File: config.mk
export PLATFORM = sky130hd
export DESIGN_NAME = bit_vector_edit_distance_matcher_top_flat
export DESIGN_NICKNAME = d
export VERILOG_FILES = /design/src/hdl/bvm_pkg.sv /design/src/hdl/bvm_if.sv /design/src/hdl/bvm_cell.sv /design/src/hdl/bvm_score.sv /design/src/hdl/bit_vector_edit_distance_matcher_top.sv /design/src/flat_wrapper.sv
export SDC_FILE = /design/constraint.sdc
export NUM_CORES = 1
export LEC_CHECK = 0
export BUFFER_PORTS_ARGS = -buffer_cell sky130_fd_sc_hd__buf_4
export CAP_MARGIN = 20
export CORE_MARGIN = 2
export CORE_UTILIZATION = 36
export CTS_BUF_LIST = sky130_fd_sc_hd__clkbuf_8 sky130_fd_sc_hd__clkbuf_16
export DETAILED_ROUTE_END_ITERATION = 10
export PLACE_DENSITY = 0.49
export SKIP_CTS_REPAIR_TIMING = 1
export SLEW_MARGIN = 20
export SYNTH_ARGS = -nofsm -noshare
export SYNTH_HDL_FRONTEND = slang
export SYNTH_HIERARCHICAL = 1
export SYNTH_SLANG_ARGS = --single-unit
File: constraint.sdc
create_clock -name clock -period 31.7 [get_ports clock]
set_input_delay 6.34 -clock clock [delete_from_list [all_inputs] [get_ports clock]]
set_output_delay 6.34 -clock clock [all_outputs]
set_load 0.01 [all_outputs]
File: src/hdl/bvm_pkg.sv
package bvm_pkg;

   localparam int MASK_BITS     = 32;
   localparam int SYMBOL_COUNT  = 4;
   localparam int SYMBOL_BITS   = 3;
   localparam int POSITION_BITS = 32;
   localparam int WIDTH_BITS    = 6;
   localparam int LENGTH_BITS   = 6;
   localparam int THRESH_BITS   = 5;
   localparam int SCORE_BITS    = 6;
   localparam int CSR_ADDR_BITS = 3;
   localparam int CSR_DATA_BITS = 32;

   localparam logic [SCORE_BITS-1:0] SCORE_MAX = '1;

   typedef enum logic [CSR_ADDR_BITS-1:0] {
      CSR_MASK_SYMBOL_0   = 3'd0,
      CSR_MASK_SYMBOL_1   = 3'd1,
      CSR_MASK_SYMBOL_2   = 3'd2,
      CSR_MASK_SYMBOL_3   = 3'd3,
      CSR_PATTERN_LENGTH  = 3'd4,
      CSR_ERROR_THRESHOLD = 3'd5
   } csr_index_type;

   // per-beat control shared by the cell row and the score unit
   typedef struct packed {
      logic advance;
      logic clear;
      logic separator;
   } step_ctl_type;

   typedef struct packed {
      logic                     hit;
      logic [POSITION_BITS-1:0] hit_position;
      logic [WIDTH_BITS-1:0]    hit_width;
      logic [SCORE_BITS-1:0]    distance;
   } rsp_payload_type;

endpackage

File: src/hdl/bvm_if.sv
interface bvm_req_if import bvm_pkg::*; ();
   logic                     valid;
   logic                     ready;
   logic                     first_in_region;
   logic                     is_separator;
   logic [SYMBOL_BITS-1:0]   symbol;
   logic [POSITION_BITS-1:0] text_position;
   logic [WIDTH_BITS-1:0]    region_width;

   modport source (output valid, first_in_region, is_separator, symbol, text_position,
                   region_width, input ready);
   modport sink (input valid, first_in_region, is_separator, symbol, text_position,
                 region_width, output ready);
endinterface

interface bvm_rsp_if import bvm_pkg::*; ();
   logic                     valid;
   logic                     ready;
   logic                     hit;
   logic [POSITION_BITS-1:0] hit_position;
   logic [WIDTH_BITS-1:0]    hit_width;
   logic [SCORE_BITS-1:0]    distance;

   modport source (output valid, hit, hit_position, hit_width, distance, input ready);
   modport sink (input valid, hit, hit_position, hit_width, distance, output ready);
endinterface

interface bvm_csr_if import bvm_pkg::*; ();
   logic                     valid;
   logic                     ready;
   logic [CSR_ADDR_BITS-1:0] index;
   logic [CSR_DATA_BITS-1:0] data;

   modport source (output valid, index, data, input ready);
   modport sink (input valid, index, data, output ready);
endinterface

File: src/hdl/bvm_cell.sv
module bvm_cell import bvm_pkg::*; (
   input  logic         clock,
   input  logic         reset,
   input  step_ctl_type ctl,
   input  logic         eq_bit,
   input  logic         carry_in,
   input  logic         ph_prev,
   input  logic         mh_prev,
   output logic         carry_out,
   output logic         ph_bit,
   output logic         mh_bit,
   output logic         vp_bit
);

   logic vp_ff, vp_in;
   logic vm_ff, vm_in;
   logic pv, mv, addend, sum, xh, xv;

   // a region start sees the cleared column
   assign pv = ctl.clear ? 1'b1 : vp_ff;
   assign mv = ctl.clear ? 1'b0 : vm_ff;

   // one bit of (eq & pv) + pv
   assign addend    = eq_bit & pv;
   assign sum       = addend ^ pv ^ carry_in;
   assign carry_out = (addend & pv) | (carry_in & (addend ^ pv));

   assign xh     = (sum ^ pv) | eq_bit;
   assign xv     = eq_bit | mv;
   assign ph_bit = mv | ~(xh | pv);
   assign mh_bit = pv & xh;

   always_comb begin
      vp_in = vp_ff;
      vm_in = vm_ff;
      if (ctl.advance) begin
         if (ctl.separator) begin
            vp_in = 1'b1;
            vm_in = 1'b0;
         end else begin
            vp_in = mh_prev | ~(xv | ph_prev);
            vm_in = ph_prev & xv;
         end
      end
   end

   always_ff @(posedge clock) begin
      if (reset) begin
         vp_ff <= 1'b1;
         vm_ff <= 1'b0;
      end else begin
         vp_ff <= vp_in;
         vm_ff <= vm_in;
      end
   end

   assign vp_bit = vp_ff;

endmodule

File: src/hdl/bvm_score.sv
module bvm_score import bvm_pkg::*; (
   input  logic                   clock,
   input  logic                   reset,
   input  step_ctl_type           ctl,
   input  logic [SCORE_BITS-1:0]  start_score,
   input  logic [THRESH_BITS-1:0] threshold,
   input  logic                   ph_end,
   input  logic                   mh_end,
   output logic [SCORE_BITS-1:0]  score_next,
   output logic                   hit
);

   logic [SCORE_BITS-1:0] score_ff, score_in;
   logic [SCORE_BITS-1:0] base;

   assign base = ctl.clear ? start_score : score_ff;

   always_comb begin
      score_next = base;
      if (!ctl.separator) begin
         if (ph_end) begin
            if (base != SCORE_MAX) begin
               score_next = base + SCORE_BITS'(1);
            end
         end else if (mh_end) begin
            if (base != '0) begin
               score_next = base - SCORE_BITS'(1);
            end
         end
      end
   end

   assign hit      = !ctl.separator && (score_next <= SCORE_BITS'(threshold));
   assign score_in = ctl.advance ? score_next : score_ff;

   always_ff @(posedge clock) begin
      if (reset) begin
         score_ff <= SCORE_BITS'(1);
      end else begin
         score_ff <= score_in;
      end
   end

endmodule

File: src/hdl/bit_vector_edit_distance_matcher_top.sv
// Approximate pattern matcher over a backward text scan, one symbol per beat.
// req_chan: one text symbol with region flags, position and region width.
// rsp_chan: exactly one result per request: hit flag, position and width
//   (zero unless hit) and the edit distance after that symbol.
// csr_chan: register writes, always ready; index 0..3 are the symbol match
//   masks, 4 the pattern length, 5 the error threshold, others are dropped.
//   Write registers only while no request is in flight.
// Throughput: one request per cycle while the output buffer has room. Each result
//   is registered in the output buffer, behind any result still waiting. The clock
//   is set by the carry that ripples through the WORD_BITS cells of the delta-vector
//   row, then the score-bit select and the saturating score update.
// A two-entry output buffer lets one more request in while a result waits;
//   req_chan.ready drops only when both entries are full.
// Reset: synchronous; masks clear, pattern length 1, threshold 0, delta
//   vectors to the empty column, score 1, output buffer empty.
module bit_vector_edit_distance_matcher_top import bvm_pkg::*; #(
   parameter int WORD_BITS = 32
) (
   input  logic      clock,
   input  logic      reset,
   bvm_req_if.sink   req_chan,
   bvm_rsp_if.source rsp_chan,
   bvm_csr_if.sink   csr_chan
);

   localparam int IdxW = $clog2(WORD_BITS);
   localparam int EffW = LENGTH_BITS + 1;

   logic [MASK_BITS-1:0]   mask_ff [SYMBOL_COUNT];
   logic [LENGTH_BITS-1:0] length_ff;
   logic [THRESH_BITS-1:0] thresh_ff;

   // register file
   assign csr_chan.ready = 1'b1;

   always_ff @(posedge clock) begin
      if (reset) begin
         for (int s = 0; s < SYMBOL_COUNT; s++) begin
            mask_ff[s] <= '0;
         end
         length_ff <= LENGTH_BITS'(1);
         thresh_ff <= '0;
      end else if (csr_chan.valid) begin
         case (csr_index_type'(csr_chan.index))
            CSR_MASK_SYMBOL_0:   mask_ff[0] <= csr_chan.data;
            CSR_MASK_SYMBOL_1:   mask_ff[1] <= csr_chan.data;
            CSR_MASK_SYMBOL_2:   mask_ff[2] <= csr_chan.data;
            CSR_MASK_SYMBOL_3:   mask_ff[3] <= csr_chan.data;
            CSR_PATTERN_LENGTH:  length_ff <= csr_chan.data[LENGTH_BITS-1:0];
            CSR_ERROR_THRESHOLD: thresh_ff <= csr_chan.data[THRESH_BITS-1:0];
            default: ;
         endcase
      end
   end

   // clamp the pattern length to 1..WORD_BITS
   logic [EffW-1:0] eff_len;
   logic [IdxW-1:0] end_idx;

   always_comb begin
      if (length_ff == '0) begin
         eff_len = EffW'(1);
      end else if (EffW'(length_ff) > EffW'(WORD_BITS)) begin
         eff_len = EffW'(WORD_BITS);
      end else begin
         eff_len = EffW'(length_ff);
      end
   end

   assign end_idx = IdxW'(eff_len - EffW'(1));

   // output buffer
   logic            out_valid_ff, out_valid_in;
   logic            skid_valid_ff, skid_valid_in;
   rsp_payload_type out_ff, out_in;
   rsp_payload_type skid_ff, skid_in;
   rsp_payload_type result;
   logic            accept, pop;

   assign req_chan.ready = !skid_valid_ff;
   assign accept         = req_chan.valid && req_chan.ready;
   assign pop            = out_valid_ff && rsp_chan.ready;

   step_ctl_type ctl;

   assign ctl.advance   = accept;
   assign ctl.clear     = req_chan.first_in_region || req_chan.is_separator;
   assign ctl.separator = req_chan.is_separator;

   // match vector of the incoming symbol; wildcard and unused codes match nothing
   logic                 sym_known;
   logic [WORD_BITS-1:0] eq;

   assign sym_known = req_chan.symbol < SYMBOL_BITS'(SYMBOL_COUNT);

   // cell row
   logic [WORD_BITS:0]   carry;
   logic [WORD_BITS-1:0] ph, mh, vp;

   assign carry[0] = 1'b0;

   for (genvar i = 0; i < WORD_BITS; i++) begin : g_cell
      if (i < MASK_BITS) begin : g_eq
         assign eq[i] = sym_known && mask_ff[req_chan.symbol[1:0]][i];
      end else begin : g_eq_zero
         assign eq[i] = 1'b0;
      end

      logic ph_prev, mh_prev;

      if (i == 0) begin : g_head
         assign ph_prev = 1'b0;
         assign mh_prev = 1'b0;
      end else begin : g_link
         assign ph_prev = ph[i-1];
         assign mh_prev = mh[i-1];
      end

      bvm_cell u_cell (
         .clock     (clock),
         .reset     (reset),
         .ctl       (ctl),
         .eq_bit    (eq[i]),
         .carry_in  (carry[i]),
         .ph_prev   (ph_prev),
         .mh_prev   (mh_prev),
         .carry_out (carry[i+1]),
         .ph_bit    (ph[i]),
         .mh_bit    (mh[i]),
         .vp_bit    (vp[i])
      );
   end

   logic [SCORE_BITS-1:0] score_next;
   logic                  score_hit;

   bvm_score u_score (
      .clock       (clock),
      .reset       (reset),
      .ctl         (ctl),
      .start_score (eff_len[SCORE_BITS-1:0]),
      .threshold   (thresh_ff),
      .ph_end      (ph[end_idx]),
      .mh_end      (mh[end_idx]),
      .score_next  (score_next),
      .hit         (score_hit)
   );

   assign result.hit          = score_hit;
   assign result.hit_position = score_hit ? req_chan.text_position : '0;
   assign result.hit_width    = score_hit ? req_chan.region_width : '0;
   assign result.distance     = score_next;

   always_comb begin
      out_valid_in  = out_valid_ff;
      skid_valid_in = skid_valid_ff;
      out_in        = out_ff;
      skid_in       = skid_ff;
      if (skid_valid_ff) begin
         if (pop) begin
            out_in        = skid_ff;
            skid_valid_in = 1'b0;
         end
      end else if (accept) begin
         if (!out_valid_ff || pop) begin
            out_in       = result;
            out_valid_in = 1'b1;
         end else begin
            // hold the new beat behind the stalled one
            skid_in       = result;
            skid_valid_in = 1'b1;
         end
      end else if (pop) begin
         out_valid_in = 1'b0;
      end
   end

   always_ff @(posedge clock) begin
      if (reset) begin
         out_valid_ff  <= 1'b0;
         skid_valid_ff <= 1'b0;
      end else begin
         out_valid_ff  <= out_valid_in;
         skid_valid_ff <= skid_valid_in;
      end
      out_ff  <= out_in;
      skid_ff <= skid_in;
   end

   assign rsp_chan.valid        = out_valid_ff;
   assign rsp_chan.hit          = out_ff.hit;
   assign rsp_chan.hit_position = out_ff.hit_position;
   assign rsp_chan.hit_width    = out_ff.hit_width;
   assign rsp_chan.distance     = out_ff.distance;

   a_skid_behind_out: assert property (@(posedge clock) disable iff (reset)
      skid_valid_ff |-> out_valid_ff)
      else $error("skid entry held while output register empty");

   a_miss_fields_zero: assert property (@(posedge clock) disable iff (reset)
      rsp_chan.valid && !rsp_chan.hit |-> rsp_chan.hit_position == '0 &&
      rsp_chan.hit_width == '0)
      else $error("non-hit result carries position or width");

   a_separator_clears: assert property (@(posedge clock) disable iff (reset)
      accept && req_chan.is_separator |=> vp == '1)
      else $error("separator did not clear the plus vector");

endmodule

File: src/flat_wrapper.sv
// flat-port wrapper written by rule: the top's interface ports become plain ports
module bit_vector_edit_distance_matcher_top_flat import bvm_pkg::*;
#(
   parameter int WORD_BITS = 32
)
  (clock, reset, req_chan_valid, req_chan_first_in_region, req_chan_is_separator, req_chan_symbol, req_chan_text_position, req_chan_region_width, req_chan_ready, rsp_chan_valid, rsp_chan_hit, rsp_chan_hit_position, rsp_chan_hit_width, rsp_chan_distance, rsp_chan_ready, csr_chan_valid, csr_chan_index, csr_chan_data, csr_chan_ready);
  bvm_req_if req_chan_i ();
  bvm_rsp_if rsp_chan_i ();
  bvm_csr_if csr_chan_i ();
  input  logic clock;
  input  logic reset;
  input wire logic [$bits(req_chan_i.valid)-1:0] req_chan_valid;
  input wire logic [$bits(req_chan_i.first_in_region)-1:0] req_chan_first_in_region;
  input wire logic [$bits(req_chan_i.is_separator)-1:0] req_chan_is_separator;
  input wire logic [$bits(req_chan_i.symbol)-1:0] req_chan_symbol;
  input wire logic [$bits(req_chan_i.text_position)-1:0] req_chan_text_position;
  input wire logic [$bits(req_chan_i.region_width)-1:0] req_chan_region_width;
  output wire logic [$bits(req_chan_i.ready)-1:0] req_chan_ready;
  output wire logic [$bits(rsp_chan_i.valid)-1:0] rsp_chan_valid;
  output wire logic [$bits(rsp_chan_i.hit)-1:0] rsp_chan_hit;
  output wire logic [$bits(rsp_chan_i.hit_position)-1:0] rsp_chan_hit_position;
  output wire logic [$bits(rsp_chan_i.hit_width)-1:0] rsp_chan_hit_width;
  output wire logic [$bits(rsp_chan_i.distance)-1:0] rsp_chan_distance;
  input wire logic [$bits(rsp_chan_i.ready)-1:0] rsp_chan_ready;
  input wire logic [$bits(csr_chan_i.valid)-1:0] csr_chan_valid;
  input wire logic [$bits(csr_chan_i.index)-1:0] csr_chan_index;
  input wire logic [$bits(csr_chan_i.data)-1:0] csr_chan_data;
  output wire logic [$bits(csr_chan_i.ready)-1:0] csr_chan_ready;
  assign req_chan_i.valid = req_chan_valid;
  assign req_chan_i.first_in_region = req_chan_first_in_region;
  assign req_chan_i.is_separator = req_chan_is_separator;
  assign req_chan_i.symbol = req_chan_symbol;
  assign req_chan_i.text_position = req_chan_text_position;
  assign req_chan_i.region_width = req_chan_region_width;
  assign req_chan_ready = req_chan_i.ready;
  assign rsp_chan_valid = rsp_chan_i.valid;
  assign rsp_chan_hit = rsp_chan_i.hit;
  assign rsp_chan_hit_position = rsp_chan_i.hit_position;
  assign rsp_chan_hit_width = rsp_chan_i.hit_width;
  assign rsp_chan_distance = rsp_chan_i.distance;
  assign rsp_chan_i.ready = rsp_chan_ready;
  assign csr_chan_i.valid = csr_chan_valid;
  assign csr_chan_i.index = csr_chan_index;
  assign csr_chan_i.data = csr_chan_data;
  assign csr_chan_ready = csr_chan_i.ready;
  bit_vector_edit_distance_matcher_top #(.WORD_BITS(WORD_BITS)) u_core (.clock(clock), .reset(reset), .req_chan(req_chan_i), .rsp_chan(rsp_chan_i), .csr_chan(csr_chan_i));
endmodule
==> results.yml <==
routing:
  drt_iter0_drc: 863
  vias: 10994
  avgViaCountPerCell: 5.205
  ant_nets: 0
  firstDrtPassIters: 5
  drt-total-wl_um: 40600
  wl_per_cell_um: 19.22
  drc: 0
floorplan:
  rows: 76
  io_pins: 131
  die_h_um: 212.7
  die_w_um: 212.7
  fp.dieArea_um2: 45220
  initial_core_util_pct: 36.46
  core_um2: 42980
setup_path:
  crit_top_cell: "o22a_1"
  critical_path_arrival_ps: 17800
  slowest_stage: "buf_4"
  r2r_cells: 54
  start_kind: "input pin"
  worstSetupPathType: "input pin to flip-flop"
  crit_path_max_fanout: 40
  r2r-end: "u_core/rsp_chan.hit_position[29]"
  reg2reg_setup_slack_ps: 20080
  r2r-start: "u_core/mask_ff[3][0]"
  critPathCaptureType: "flip-flop"
  cp.required_ps: 32110
  critical_path.max_stage_delay_ps: 410
timing:
  rsz0062_at_grt: "false"
  relSlewSlack_pct: 32.60
  fin_tns_setup_ps: 0
  layout_min_cycle_time_ps: 17390
  drv_slew: 0
  tightest_slew_ps: 1011
  max_freq_mhz: 57.52
  fin_skew_ps: 11.98
  timing.hold.ws_ps: 495.5
  hold_viol_final: 0
  fin_crit_sh_pct: 54.85
  setup_viol: 0
worst_hold_path:
  min_path_cells: 2
  min_from: "u_core/thresh_ff[2]"
  worstHoldPathType: "flip-flop to flip-flop"
  worstHoldEndpoint: "u_core/thresh_ff[2]"
placement:
  dp.cells: 2046
  dp_hpwl_um: 26080
  numPortBuffers: 129
  gp_congestion: 0.7905
run:
  cap_violations: 0
clock_network:
  ctsRootBufferMaster: "clkbuf_16"
  htreeDepth: 2
  clk_pin_slew_ps: 50
  clockBufferDepth: 3
  clk_latency_ps: 550
  cts_num_sinks: 301
  cts_tree: "yes"
  cts_made_buffers: 37
pwr:
  p_leak_nw: 6.559
  power.density_nw_per_um2: 52.31
  vdd_ir_drop_max_v: 0.00003144
finish:
  layout.nets: 1592
  syn2layout_area_growth_pct: 17.63
  multi_input_area_um2: 7101
  drive_gt1_share_pct: 21.81
  post-route-util_pct: 42.89
  layout_common_cells: "edfxtp_1, and2_1, buf_4, nor2_1, dfxtp_1"
  final_common_cell: "edfxtp_1"
  antenna_cells: 0
  regArea_um2: 8208
  final_cells: 2112
  nFillCells: 4102
global_routing:
  antenna_found_initial: 1
  grt_pass1_wl_um: 63370
  grt_pass1_vias: 10792
  grt.total_usage_pct: 18.20
  grt-ovfl-total: 0
  grt_max_degree: 71
synthesis:
  synth_cells: 1357
  mappedNetlistArea_um2: 15670
  synth_area_per_cell_um2: 11.55
  yosys_warnings: 6
status:
  run_status: "finished clean"
==> critical path, delay by kind of cell <==
kind / cells / cell delay (ps)
fa+ha+maj: 1 / 260
compound gates: 37 / 8030
mux: 2 / 560
buf+inv: 3 / 970
simple gates: 12 / 1570
==> final cells by class <==
| cell class | instances | share of cell area (%) |
|---|---|---|
| clock inverters | 27 | 0.6787 |
| repair buffers | 148 | 6.027 |
| clock buffers | 39 | 5.233 |
| well taps | 585 | 3.970 |
| inverters | 51 | 1.052 |
| flip-flops and latches | 301 | 44.52 |
| multi-input cells | 961 | 38.52 |
==> worst max path at each step <==
stage / startpoint / endpoint / slack, ps / cells past startpoint
6_report: req_chan_symbol[1] / u_core/rsp_chan.hit_position[29] / 14310 / 55
2_1_floorplan: req_chan_symbol[0] / u_core/rsp_chan.hit_position[12] / 14500 / 57
3_5_place_dp: req_chan_symbol[1] / u_core/rsp_chan.hit_position[10] / 13810 / 55
5_1_grt: req_chan_symbol[1] / u_core/rsp_chan.hit_position[10] / 13440 / 55
4_1_cts: req_chan_symbol[1] / u_core/rsp_chan.hit_position[10] / 14360 / 55
3_3_place_gp: req_chan_symbol[1] / u_core/rsp_chan.hit_position[26] / 14070 / 55
==> metal layers <==
metal  vias to the layer above  global-route usage [%]  part of all wire, %  wire [um]
li1                       5371                       -                    -          -
met1                      5341                   27.08                   49      19820
met2                       233                   26.49                   44      17750
met3                        49                   3.471                  5.1       2085
met4                         0                   6.004                  2.3        939
met5                         -                       0                    0          0
==> where the power goes <==
group,total (W),switching (W),internal (W)
clock,0.000386,0.000167,0.000219
combinational,0.000123,0.0000712,0.0000515
sequential,0.000455,0.00000690,0.000448
==> state kept, by name, summed over array words and instances, names as in the netlist, 5 cells and up <==
signal                        flops
u_core/rsp_chan.distance          6
u_core/rsp_chan.hit_position     32
u_core/rsp_chan.hit_width         6
u_core/thresh_ff                  5
u_core/g_cell.u_cell/vm_ff       32
u_core/skid_ff                   45
u_core/mask_ff                  128
u_core/g_cell.u_cell/vp_bit      32
u_core/u_score/score_ff           6
u_core/length_ff                  6
==> stage by stage <==
step / power (W) / setup slack (ps) / instance area, um2
3_5_place_dp: 0.0005874 / 13810 / 17350
3_3_place_gp: 0.0005859 / 14070 / 17350
2_1_floorplan: 0.0005352 / 14500 / 15690
5_1_grt: 0.001007 / 13440 / 18440
4_1_cts: 0.0009797 / 14360 / 18440
6_report: 0.0009643 / 14310 / 18440
Note: power is estimated with default switching activity, not from simulation.
